<file path="config.mk">
export PLATFORM = sky130hd
export DESIGN_NAME = wbsp_ram
export DESIGN_NICKNAME = d
export VERILOG_FILES = /design/src/rtl/wbsp_ram.sv
export SDC_FILE = /design/constraint.sdc
export NUM_CORES = 1
export LEC_CHECK = 0
export BUFFER_PORTS_ARGS = -buffer_cell sky130_fd_sc_hd__buf_2
export CORE_MARGIN = 10
export CORE_UTILIZATION = 54
export CTS_BUF_LIST = sky130_fd_sc_hd__clkbuf_2 sky130_fd_sc_hd__clkbuf_4 sky130_fd_sc_hd__clkbuf_8
export CTS_CLUSTER_DIAMETER = 80
export DETAILED_ROUTE_END_ITERATION = 6
export GPL_TIMING_DRIVEN = 1
export PLACE_DENSITY = 0.7
export SYNTH_ARGS = -nofsm -noshare
export SYNTH_HDL_FRONTEND = slang
export SYNTH_SLANG_ARGS = --single-unit
export TNS_END_PERCENT = 20
</file>
<file path="constraint.sdc">
create_clock -name i_clk -period 2.6 [get_ports i_clk]
set_input_delay 0.65 -clock i_clk [delete_from_list [all_inputs] [get_ports i_clk]]
set_output_delay 0.65 -clock i_clk [all_outputs]
set_load 0.02 [all_outputs]
</file>
<file path="src/rtl/wbsp_ram.sv">
// Generic single-port-write, one-read synchronous RAM with registered read.
`default_nettype none
module wbsp_ram #(
    parameter int WIDTH = 8,
    parameter int DEPTH = 16
) (
    input  wire logic                     i_clk,
    input  wire logic                     i_we,
    input  wire logic [$clog2(DEPTH)-1:0] i_waddr,
    input  wire logic [WIDTH-1:0]         i_wdata,
    input  wire logic [$clog2(DEPTH)-1:0] i_raddr,
    output logic      [WIDTH-1:0]         o_rdata
);
    logic [WIDTH-1:0] r_mem [DEPTH];

    always_ff @(posedge i_clk) begin
        if (i_we) begin
            r_mem[i_waddr] <= i_wdata;
        end
        o_rdata <= r_mem[i_raddr];
    end
endmodule
`default_nettype wire

</file>
After elaboration in Yosys (flattened, before gate mapping) --
Memory sizes are Yosys's and may differ from the RTL's. A register that Yosys moved wholly into a read port is not among the register bits. Cells that the tools add are included.
Operators by class: $add $sub $neg 0, multiply operators 0, div/mod/pow operators 0, order comparisons 0, equality and inequality tests 0, shifts and indexed selects 0, multiplexer cells 2, bitwise operators 0, reduce and logical (&&, ||, !) cells 0
Operators with widths (count):
- $mux 1 | 2
Word-level totals: flip-flop bits (word level) 0, latch bits 0, RAM bits 128, ROM bits 0, input bits 18, output and inout bits 8, logic and storage cells 3, memories 1
Memories:
- r_mem | words 16, width 8, rd ports 1, clocked after memory_dff 1, wr ports 1, line 14 | logic [WIDTH-1:0] r_mem [DEPTH];

Logic depth before layout (Yosys ltp) --
depth after elaboration 2, depth in mapped cells 5, gate-level depth less buffers 3

Worst setup path before layout --
No wires, ideal clock.
path type input -> register, start in i_waddr[2], end mem r_mem[0][0], enable pin, library setup time 0.383 ns, data arrival time 1.760 ns, data required time 2.217 ns, setup slack 0.457 ns, stages 2, path buffers 0, path through or3b_2 > nor3_1
RTL lines:
- start: declaration | line 9 | input wire logic [$clog2(DEPTH)-1:0] i_waddr,
- end: declaration | line 14
No word-level cell before the write port.

==> qor.csv <==
stage;metric;value;unit
die;num rows;35;
clocking;setup bufs post-CTS;0;
die;die height;118;um
die;die area;13800;sq um
clocking;Max Root-Sink Buffers;2;
yosys;ranking of synthesized cells by area;edfxtp_1 75%, mux4_2 7.9%, mux4_1 7.1%, dfxtp_1 3.1%, a22oi_1 2.3%;
clocking;clock-pin slew on the worst setup and hold paths;0.08;ns
critical_path;worst reg2reg path depth;3;
detailed_routing;via density per instance;5.64;
grt;initial antenna violation count;0;
grt;GR peak layer;met2;
yosys;syn_area_per_cell;22.5;sq um
hold_path;Hold Path Depth;1;
grt;met2 usage;22.4;%
cells_and_area;utilization after layout;65.0;%
clocking;Root Buffer;clkbuf_8;
grt;GR Overflow Total;0;
hold_path;hold endpoint;r_mem[3][2];
cells_and_area;Layout area overhead;16.7;%
grt;vias in the first global route;2610;
clocking;CTS Buf Count;17;
cells_and_area;most frequent cells in the layout;128 x edfxtp_1, 25 x buf_2, 18 x mux4_2, 18 x clkbuf_8, 18 x buf_4;
detailed_routing;DR vias;2396;
sta;fmax;592;MHz
sta;Final Cycle Share;65.0;%
grt;GRT Util Overall;14.7;%
die;io pins;26;
grt;first-pass GRT wire length;15.2;mm
sta;slew at the pin with the worst max-slew slack;0.416;ns
sta;WHS;0.608;ns
yosys;post-synth top area share;74.7;%
cells_and_area;sequential cell area;4000;sq um
critical_path;CP max FO;32;
detailed_routing;DRT iter0 DRCs;179;
detailed_routing;ANT nets after route;0;
detailed_routing;drt pass-1 iters;5;
place;gpl congestion;0.789;
sta;Worst Skew;0.0142;ns
sta;minimum clock period;1.69;ns
flow_run;max_cap viols;0;
yosys;Syn Nets;247;
clocking;Skew-Pair Late Insertion Delay;0.42;ns
place;IO Port Bufs;25;
critical_path;Reg2Reg Setup Slack;1.25;ns
yosys;Seq/Total Area, Yosys;77.8;%
critical_path;FF-to-FF Start;r_mem[0][0];
yosys;Yosys cell types;19;
cells_and_area;Multi-input gate area;1060;sq um
hold_path;Worst Hold Launch;i_wdata[2];
die;Initial Utilization;55.7;%
yosys;yosys warns;0;
yosys;cell type with the largest total area after synthesis;edfxtp_1;
place;DP HPWL;6.14;mm
critical_path;Crit Path Category;in -> reg;
yosys;synthesized flop and latch total;136;
sta;Pins Over Slew Limit;0;
die;Core ar.;9240;sq um
sta;setup_tns;0;ns
critical_path;Critical Path RT;2.90;ns
clocking;H-Tree Depth;4;
cells_and_area;fill count;622;
clocking;cts hold-fix bufs;0;
clocking;CTS Sinks;136;
die;chip width;118;um
sta;Fin. Hold Viols;0;
detailed_routing;Avg WL per Cell;22.3;um
sta;RSZ-0062 raised after global routing;false;
grt;largest net degree at the start of global routing;33;
sta;final setup fails;0;
yosys;Mapped Area;5150;sq um
cells_and_area;layout cells sized above 1;32.4;%
cells_and_area;commonest non-fill, non-tap cell in the layout;edfxtp_1;
power_and_ir_drop;Power, Total;4.76;mW
grt;grt met1 use;19.2;%
cells_and_area;diode count;0;
power_and_ir_drop;P_leak;2.05;nW
detailed_routing;drt total wl;9.50;mm
critical_path;Worst setup SP type;input port;
grt;grt met3 use;4.99;%
hold_path;Hold WC Path Type;in -> reg;
sta;Rel. slew slack;72.3;%
power_and_ir_drop;VDD IR max;0.000552;V
critical_path;Critical R2R Capture;o_rdata[0];
critical_path;Critical Path Sink Type;flip-flop;
power_and_ir_drop;pwr dens;792;nW/um^2
cells_and_area;Net count, final;301;
clocking;CTS resizes;0;
yosys;Synth Instances;229;
critical_path;worst path arrival time;1.99;ns
clocking;CTS tree;done;
detailed_routing;drt drc;0;
outcome;outcome;completed;
## worst max-delay path, cell delays in order
cell,delay [ns]
buf_2,0.10
buf_12,0.24
mux4_1,0.58
a22oi_1,0.31
nand2_1,0.08
## flip-flops by register name, indices dropped and copies added, names as in the netlist
name	count
o_rdata	8
r_mem	128
## how the worst max path moves through the flow
stage	cells past startpoint	to	startpoint
finish	5	o_rdata[0]	i_raddr[0]
global route	5	o_rdata[4]	i_raddr[0]
CTS	5	o_rdata[0]	i_raddr[0]
detailed placement	5	o_rdata[0]	i_raddr[0]
global placement	5	o_rdata[0]	i_raddr[0]
floorplan	2	r_mem[0][0]	i_waddr[2]
## area by class of cell
type | instances | share of cell area (%)
flip-flops and latches | 136 | 66.6
multi-input cells | 83 | 17.6
repair buffers | 45 | 5.00
clock buffers | 20 | 4.37
clock inverters | 12 | 3.71
well taps | 129 | 2.69
## synth_stat cells (all sizes together)
| cell type | number |
|---|---|
| and2b | 1 |
| nor2b | 1 |
| clkdlybuf4s25 | 3 |
| buf | 7 |
| mux4 | 32 |
| or3b | 1 |
| nand2 | 9 |
| nor2 | 13 |
| edfxtp | 128 |
| nand3b | 2 |
| nor3 | 4 |
| a22oi | 16 |
| and2 | 1 |
| dfxtp | 8 |
| nand3 | 1 |
| nand2b | 2 |
## routing by layer
layer / routed length [um] / part of all wire [%]
met5: 0 / 0
met3: 541 / 5.7
met4: 81 / 0.85
met2: 4710 / 50
met1: 4170 / 44
## cells by family after synthesis
| group | count (synthesis) | synth area share, % |
|---|---|---|
| flip-flops | 136 | 77.8 |
| AND/OR/NAND/NOR | 35 | 3.18 |
| multiplexers | 32 | 15.0 |
| AO/OA/AOI/OAI | 16 | 2.33 |
| buffers and inverters | 10 | 1.68 |
## where the power goes
group          switching [mW]  internal (mW)  total, mW
logic                   0.142         0.0996      0.242
clock network           0.764           1.29       2.05
registers              0.0149           2.45       2.46
total                   0.922           3.84       4.76
## metrics by stage
stage / cell area (sq um) / instances / setup WS (ns)
2_1_floorplan: 5150 / 229 / 0.457
3_3_place_gp: 5520 / 393 / 0.443
3_5_place_dp: 5520 / 393 / 0.460
4_1_cts: 6010 / 425 / 0.910
5_1_grt: 6010 / 425 / 0.845
6_report: 6010 / 425 / 0.910
(Power assumes the default switching activity.)
